<file path="src/rtl/b64bc_pkg.sv">
// Shared types, status codes and alphabet functions of the base64 block codec.
`timescale 1ns / 1ps

package b64bc_pkg;

  // Result status codes
  typedef enum logic [1:0] {
    ST_OK         = 2'd0,
    ST_BAD_SYMBOL = 2'd1,
    ST_BAD_LENGTH = 2'd2
  } status_e;

  // One result item
  typedef struct packed {
    logic [7:0] data;
    status_e    status;
    logic       last;
  } out_item_t;

  // Results caused by one request: up to four items, entry 0 goes out first
  typedef struct packed {
    logic [2:0]      count;
    out_item_t [3:0] items;
  } out_group_t;

  // Decoded symbol: six-bit value and an in-alphabet flag
  typedef struct packed {
    logic       ok;
    logic [5:0] value;
  } sym_t;

  // Map a six-bit value to its ASCII symbol
  function automatic logic [7:0] b64_char(input logic [5:0] idx);
    logic [7:0] wide;
    logic [7:0] ch;
    wide = {2'b00, idx};
    if (idx < 6'd26) begin
      ch = wide + 8'd65;          // 'A'
    end else if (idx < 6'd52) begin
      ch = wide + 8'd71;          // 'a' - 26
    end else if (idx < 6'd62) begin
      ch = wide - 8'd4;           // '0' is 52 - 4
    end else if (idx == 6'd62) begin
      ch = 8'h2B;                 // '+'
    end else begin
      ch = 8'h2F;                 // '/'
    end
    return ch;
  endfunction

  // Map an ASCII symbol to its six-bit value, flag symbols outside the alphabet
  function automatic sym_t b64_value(input logic [7:0] c);
    sym_t       s;
    logic [7:0] v;
    s.ok = 1'b1;
    v    = 8'd0;
    if (c inside {[8'h41:8'h5A]}) begin
      v = c - 8'd65;
    end else if (c inside {[8'h61:8'h7A]}) begin
      v = c - 8'd71;
    end else if (c inside {[8'h30:8'h39]}) begin
      v = c + 8'd4;
    end else if (c == 8'h2B) begin
      v = 8'd62;
    end else if (c == 8'h2F) begin
      v = 8'd63;
    end else begin
      s.ok = 1'b0;
    end
    s.value = v[5:0];
    return s;
  endfunction

endpackage

</file>
<file path="src/rtl/b64bc_out_buf.sv">
// Result buffer: holds a request's results; sends one per cycle unless stalled.
`timescale 1ns / 1ps

module b64bc_out_buf
  import b64bc_pkg::*;
(
  input  logic       clk_i,
  input  logic       rst_ni,
  input  logic       load_i,
  input  out_group_t group_i,
  output logic       free_o,
  output logic       out_valid_o,
  input  logic       out_ready_i,
  output logic [7:0] data_out_o,
  output logic [1:0] status_o,
  output logic       last_out_o
);

  logic [2:0]      cnt_q, cnt_d;
  out_item_t [3:0] items_q, items_d;
  logic            pop;

  assign pop = (cnt_q != 3'd0) && out_ready_i;

  // Free when empty or when the last held result leaves this cycle
  assign free_o = (cnt_q == 3'd0) || ((cnt_q == 3'd1) && out_ready_i);

  // Shift out on pop, overwrite on load
  always_comb begin
    cnt_d   = cnt_q;
    items_d = items_q;
    if (pop) begin
      items_d[2:0] = items_q[3:1];
      items_d[3]   = '0;
      cnt_d        = cnt_q - 3'd1;
    end
    if (load_i) begin
      items_d = group_i.items;
      cnt_d   = group_i.count;
    end
  end

  always_ff @(posedge clk_i or negedge rst_ni) begin
    if (!rst_ni) begin
      cnt_q <= 3'd0;
    end else begin
      cnt_q <= cnt_d;
    end
  end

  always_ff @(posedge clk_i) begin
    items_q <= items_d;
  end

  // Drive the head entry
  assign out_valid_o = (cnt_q != 3'd0);
  assign data_out_o  = items_q[0].data;
  assign status_o    = items_q[0].status;
  assign last_out_o  = items_q[0].last;

`ifndef NO_ASSERTIONS
  a_load_when_free: assert property (@(posedge clk_i) disable iff (!rst_ni)
    load_i |-> free_o)
    else $error("result buffer loaded while still holding results");

  a_count_range: assert property (@(posedge clk_i) disable iff (!rst_ni)
    cnt_q <= 3'd4)
    else $error("result buffer count out of range");

  a_drain: assert property (@(posedge clk_i) disable iff (!rst_ni)
    (pop && (cnt_q == 3'd1) && !load_i) |=> (cnt_q == 3'd0))
    else $error("result buffer did not empty after last pop");
`endif

endmodule

</file>
<file path="src/rtl/base64_block_codec.sv">
// Top level of the streaming base64 block codec (standard alphabet, no padding).
//
//  channel | handshake                    | payload
//  --------+------------------------------+------------------------------------
//  input   | in_valid_i / in_ready_o      | data_in_i[7:0], last_in_i
//  output  | out_valid_o / out_ready_i    | data_out_o[7:0], status_o[1:0], last_out_o
//  config  | cfg_we_i (no wait)           | cfg_wdata_i (decode_mode)
//
// A request is processed in the cycle it is accepted; its results appear in the next cycle.
// Results leave one per cycle while out_ready_i is high, from a four-entry buffer; a new
// request is taken while the buffer is empty or sending its last entry.
// Reset and a config write clear all block state; no clearing pass is needed.
// A stalled output holds the buffer and, while it holds any result, the input.
`timescale 1ns / 1ps

module base64_block_codec
  import b64bc_pkg::*;
#(
  parameter int unsigned BLOCK_BYTES = 48
) (
  input  logic       clk_i,
  input  logic       rst_ni,
  input  logic       cfg_we_i,
  input  logic       cfg_wdata_i,
  input  logic       in_valid_i,
  output logic       in_ready_o,
  input  logic [7:0] data_in_i,
  input  logic       last_in_i,
  output logic       out_valid_o,
  input  logic       out_ready_i,
  output logic [7:0] data_out_o,
  output logic [1:0] status_o,
  output logic       last_out_o
);

  localparam int unsigned GROUPS = BLOCK_BYTES / 3;
  localparam int unsigned CW     = $clog2(4 * GROUPS + 2);
  localparam logic [CW-1:0] LEN_ENC = CW'(3 * GROUPS);
  localparam logic [CW-1:0] LEN_DEC = CW'(4 * GROUPS);

  logic          mode_q, mode_d;
  logic [23:0]   bits_q, bits_d;
  logic [1:0]    fill_q, fill_d;
  logic [CW-1:0] count_q, count_d;
  logic          drop_q, drop_d;

  logic          accept;
  logic          buf_free;
  logic          load;
  logic [CW-1:0] len;
  sym_t          sym;
  status_e       err;
  logic [2:0]    n;
  out_group_t    grp;

  assign in_ready_o = buf_free;
  assign accept     = in_valid_i && buf_free;
  assign len        = mode_q ? LEN_DEC : LEN_ENC;
  assign sym        = b64_value(data_in_i);

  // Update block state and build the results of the accepted request
  always_comb begin
    mode_d  = mode_q;
    bits_d  = bits_q;
    fill_d  = fill_q;
    count_d = count_q;
    drop_d  = drop_q;
    grp     = '0;
    n       = 3'd0;
    err     = ST_OK;
    if (accept) begin
      if (!drop_q && (count_q < len)) begin
        count_d = count_q + 1'b1;
        if (!mode_q) begin
          // Encode: gather three bytes, emit four symbols
          bits_d = {bits_q[15:0], data_in_i};
          if (fill_q == 2'd2) begin
            grp.items[0].data = b64_char(bits_d[23:18]);
            grp.items[1].data = b64_char(bits_d[17:12]);
            grp.items[2].data = b64_char(bits_d[11:6]);
            grp.items[3].data = b64_char(bits_d[5:0]);
            n      = 3'd4;
            bits_d = '0;
            fill_d = 2'd0;
          end else begin
            fill_d = fill_q + 2'd1;
          end
        end else if (!sym.ok) begin
          // Drop the rest of the block after a bad symbol
          drop_d = 1'b1;
        end else begin
          // Decode: gather four symbols, emit three bytes
          bits_d = {bits_q[17:0], sym.value};
          if (fill_q == 2'd3) begin
            grp.items[0].data = bits_d[23:16];
            grp.items[1].data = bits_d[15:8];
            grp.items[2].data = bits_d[7:0];
            n      = 3'd3;
            bits_d = '0;
            fill_d = 2'd0;
          end else begin
            fill_d = fill_q + 2'd1;
          end
        end
      end else if (!drop_q) begin
        // Saturate one above the expected length
        count_d = len + 1'b1;
      end

      if (last_in_i) begin
        if (drop_d) begin
          err = ST_BAD_SYMBOL;
        end else if ((count_d != len) || (fill_d != 2'd0)) begin
          err = ST_BAD_LENGTH;
        end
        // Replace the results by a single error result
        if ((err != ST_OK) || (n == 3'd0)) begin
          grp.items           = '0;
          grp.items[0].status = (err == ST_OK) ? ST_BAD_LENGTH : err;
          n                   = 3'd1;
        end
        grp.items[2'(n - 3'd1)].last = 1'b1;
        bits_d  = '0;
        fill_d  = 2'd0;
        count_d = '0;
        drop_d  = 1'b0;
      end
    end

    // A mode write clears the block
    if (cfg_we_i) begin
      mode_d  = cfg_wdata_i;
      bits_d  = '0;
      fill_d  = 2'd0;
      count_d = '0;
      drop_d  = 1'b0;
    end
    grp.count = n;
  end

  assign load = accept && (n != 3'd0);

  always_ff @(posedge clk_i or negedge rst_ni) begin
    if (!rst_ni) begin
      mode_q  <= 1'b0;
      bits_q  <= '0;
      fill_q  <= 2'd0;
      count_q <= '0;
      drop_q  <= 1'b0;
    end else begin
      mode_q  <= mode_d;
      bits_q  <= bits_d;
      fill_q  <= fill_d;
      count_q <= count_d;
      drop_q  <= drop_d;
    end
  end

  b64bc_out_buf u_out_buf (
    .clk_i       (clk_i),
    .rst_ni      (rst_ni),
    .load_i      (load),
    .group_i     (grp),
    .free_o      (buf_free),
    .out_valid_o (out_valid_o),
    .out_ready_i (out_ready_i),
    .data_out_o  (data_out_o),
    .status_o    (status_o),
    .last_out_o  (last_out_o)
  );

`ifndef NO_ASSERTIONS
  a_block_end_clears: assert property (@(posedge clk_i) disable iff (!rst_ni)
    (accept && last_in_i && !cfg_we_i) |=>
      ((count_q == '0) && (fill_q == 2'd0) && !drop_q && (bits_q == '0)))
    else $error("block state not cleared after last request");

  a_last_gives_result: assert property (@(posedge clk_i) disable iff (!rst_ni)
    (accept && last_in_i) |=> out_valid_o)
    else $error("last request gave no result");

  a_enc_fill_range: assert property (@(posedge clk_i) disable iff (!rst_ni)
    !mode_q |-> (fill_q != 2'd3))
    else $error("encode group fill out of range");

  a_count_range: assert property (@(posedge clk_i) disable iff (!rst_ni)
    count_q <= (len + 1'b1))
    else $error("item count beyond saturation");
`endif

endmodule

</file>
<file path="config.mk">
export PLATFORM = sky130hd
export DESIGN_NAME = base64_block_codec
export DESIGN_NICKNAME = d
export VERILOG_FILES = /design/src/rtl/b64bc_pkg.sv /design/src/rtl/b64bc_out_buf.sv /design/src/rtl/base64_block_codec.sv
export SDC_FILE = /design/constraint.sdc
export NUM_CORES = 1
export LEC_CHECK = 0
export ABC_AREA = 1
export BUFFER_PORTS_ARGS = -buffer_cell sky130_fd_sc_hd__buf_2
export CAP_MARGIN = 20
export CORE_MARGIN = 2
export CORE_UTILIZATION = 35
export CTS_CLUSTER_DIAMETER = 40
export DETAILED_ROUTE_END_ITERATION = 10
export GPL_ROUTABILITY_DRIVEN = 0
export PLACE_DENSITY = 0.5
export SETUP_SLACK_MARGIN = 0.2
export SLEW_MARGIN = 15
export SYNTH_ARGS = -nofsm -noshare
export SYNTH_HDL_FRONTEND = slang
export SYNTH_HIERARCHICAL = 1
export SYNTH_SLANG_ARGS = --single-unit
</file>
<file path="constraint.sdc">
create_clock -name clk_i -period 7.68 [get_ports clk_i]
set_input_delay 0.384 -clock clk_i [delete_from_list [all_inputs] [get_ports clk_i]]
set_output_delay 0.384 -clock clk_i [all_outputs]
set_load 0.05 [all_outputs]
</file>
==> results.yml <==
worst_setup_path:
  crit_fanout: 50
  worstPathArrival_ps: 4440
  r2r_slack_ps: 3280
  crit_end: "u_out_buf/data_out_o[4]"
  worstReg2RegEnd: "u_out_buf/data_out_o[4]"
  crit_path_end_kind: "flip-flop"
  crit_start: "mode_q"
  cp-start-kind: "flip-flop"
  ff2ff_path_depth: 13
  critical_path.reg2reg.startpoint: "mode_q"
  critPathRequiredTime_ps: 7710
  critPathKind: "flip-flop to flip-flop"
layout:
  fillCellCount: 1947
  layout_commonest_cell: "nand2_1"
  diodes: 0
  syn_to_final_growth_pct: 7.71
  regArea_um2: 2120
  nNetsFinal: 937
  final_cell_mix: "257 x nand2_1, 93 x inv_1, 69 x nor2_1"
  drive_gt1_share_pct: 11.9
  multi_input_area_um2: 3660
global_routing:
  grt_use_total_pct: 18.3
  grt_overflow_total: 0
  grt_max_degree: 51
  grt_pass1_vias: 5601
  grt_pass1_wl_mm: 28.7
  antenna_found_initial: 0
clock_tree:
  cts_buffer_depth: 2
  cts_resized: 0
  cts.sinks: 76
  clock_latency_ps: 340
  postCtsHoldBufs: 0
  post_cts_buffers: 0
  cts_root_buffer: "clkbuf_16"
  htreeDepth: 3
  cts_tree: "built"
  cts_buffers: 9
  clk_pin_slew_ps: 60
sta:
  period_share_pct: 57.3
  fmax_mhz: 227
  finalClockSkew_ps: 7.19
  tns_ps: 0
  relSlewSlack_pct: 46.9
  maxSlewViolCount: 0
  finalSetupViolations: 0
  hold_violations: 0
  tightest_slew_ps: 796
  fin_crit_ps: 4400
  worst_slack_ps: 3280
  rsz0062_at_grt: "false"
route:
  routed_wirelength_mm: 17.2
  vias_per_cell: 5.11
  dr.pass1.iters: 5
  vias: 5708
  drt_iter0_drc: 417
  ant_nets: 0
  wl_per_cell_um: 15.4
  route.detailed.drc: 0
synthesis:
  yosys_warnings: 6
  synth-edff-count: 44
  synth_area_um2: 6440
  yosysTopAreaCellShare_pct: 20.5
  synth-main-ff-cell: "edfxtp_1"
  async_flop_share_pct: 42.1
  synth_cells: 878
  synth_seq_cells: 76
  yosysUniqueCellTypes: 54
  synth.area.top_cells: "edfxtp_1 21%, nand2_1 15%, dfrtp_1 12%"
  yosys.area.top_type: "edfxtp_1"
  syn_avg_cell_area_um2: 7.34
  yosysSeqAreaShare_pct: 32.9
floorplanning:
  core_um2: 18000
  num_io_pins: 28
  rows: 49
  die_w_um: 140
  initial_core_util_pct: 35.7
  chipHeight_um: 140
  die_area_um2: 19500
pwr:
  p_clk_share_pct: 25.7
  power.density_nw_per_um2: 239
  switching_share_pct: 40.3
  p_leak_nw: 3.09
  power.switching_mw: 0.667
  ir_drop_v: 0.000136
  intPower_mw: 0.990
  seq_power_share_pct: 38.7
  power_frac_comb_pct: 35.6
hold_path:
  hp-class: "input pin to async pin"
place:
  post-place-ws_ps: 2930
  dp_hpwl_mm: 12.9
  portBuffers: 27
run_status:
  status: "finished clean"
job:
  drv_cap: 0
-- state kept, by name (all words and copies together) (netlist names) --
name and flops:
bits_q 18, u_out_buf/cnt_q 3, u_out_buf/data_out_o 8, u_out_buf/items_q 33, u_out_buf/status_o 2, u_out_buf/last_out_o 1
count_q 7, fill_q 2, drop_q 1, mode_q 1
-- power groups by stage --
stage / combinational (mW) / clock [mW] / sequential, mW
after global routing: 0.664 / 0.454 / 0.655
after global placement: 0.587 / 0 / 0.653
after floorplan: 0.498 / 0 / 0.635
after detailed placement: 0.584 / 0 / 0.653
final: 0.590 / 0.426 / 0.641
after CTS: 0.585 / 0.440 / 0.645
-- cell families after synthesis --
group / after synthesis / synth area share (%)
AND/OR/NAND/NOR: 428 / 30.4
XOR/XNOR: 21 / 2.85
other: 1 / 0.0582
buffers and inverters: 149 / 10.8
AO/OA/AOI/OAI: 165 / 15.6
flip-flops: 76 / 32.9
adder cells (fa/ha/maj): 38 / 7.38
-- synth_stat cells (all sizes together) (4+ instances only) --
| master | n |
|---|---|
| a211oi | 4 |
| a21oi | 33 |
| a22oi | 14 |
| a31oi | 4 |
| buf | 30 |
| clkbuf | 10 |
| dfrtp | 32 |
| edfxtp | 44 |
| ha | 38 |
| inv | 106 |
| nand2 | 271 |
| nand3 | 41 |
| nand4 | 5 |
| nor2 | 95 |
| nor3 | 12 |
| o211ai | 6 |
| o21ai | 62 |
| o22ai | 23 |
| xnor2 | 7 |
| xor2 | 14 |
-- worst max-delay path, cell delays in order, from the launching register on --
cell	delay, ps
dfrtp_1	780
inv_1	520
ha_1	440
nand2_1	60
nand2_1	60
inv_1	60
nand3_2	230
inv_2	230
nand2_1	150
a31oi_4	160
buf_4	460
inv_4	260
nand2_2	360
buf_12	260
-- worst min-delay path by stage --
stage                           from                     to  slack [ps]  cells past startpoint
6_report                      rst_ni              fill_q[1]         130                      1
5_1_grt                       rst_ni              fill_q[1]         190                      1
4_1_cts                       rst_ni     u_out_buf/cnt_q[0]         160                      1
3_5_place_dp   u_out_buf/items_q[13]  u_out_buf/status_o[1]         500                      2
3_3_place_gp   u_out_buf/items_q[35]  u_out_buf/items_q[24]         500                      2
2_1_floorplan                 rst_ni              bits_q[0]          90                      0
-- final cells by class --
| type | count | share of cell area [%] |
|---|---|---|
| Sequential cell | 76 | 30.6 |
| Clock inverter | 6 | 0.955 |
| Timing Repair Buffer | 29 | 2.34 |
| Multi-Input combinational cell | 659 | 52.8 |
| Inverter | 109 | 5.93 |
| Clock buffer | 10 | 3.30 |
| Tap cell | 229 | 4.13 |
-- metal layers --
metal  share of wire [%]  global-route usage, %  vias to the layer above
met4                 2.7                   7.47                        0
met1                  47                   24.2                     2674
met3                 3.1                   2.55                       27
met2                  47                   30.3                      116
met5                   0                      0                        -
li1                    -                      -                     2891
-- stage by stage --
stage,hold WS [ps],instance area [um^2],utilization (%),total power [mW],std cells
floorplan,88.4,6470,-,1.13,884
global placement,496,6630,36.8,1.24,1101
detailed placement,496,6630,36.8,1.24,1101
CTS,163,6920,38.4,1.67,1117
global route,190,6940,38.5,1.77,1118
finish,131,6940,38.5,1.66,1118
(Power assumes the default switching activity.)
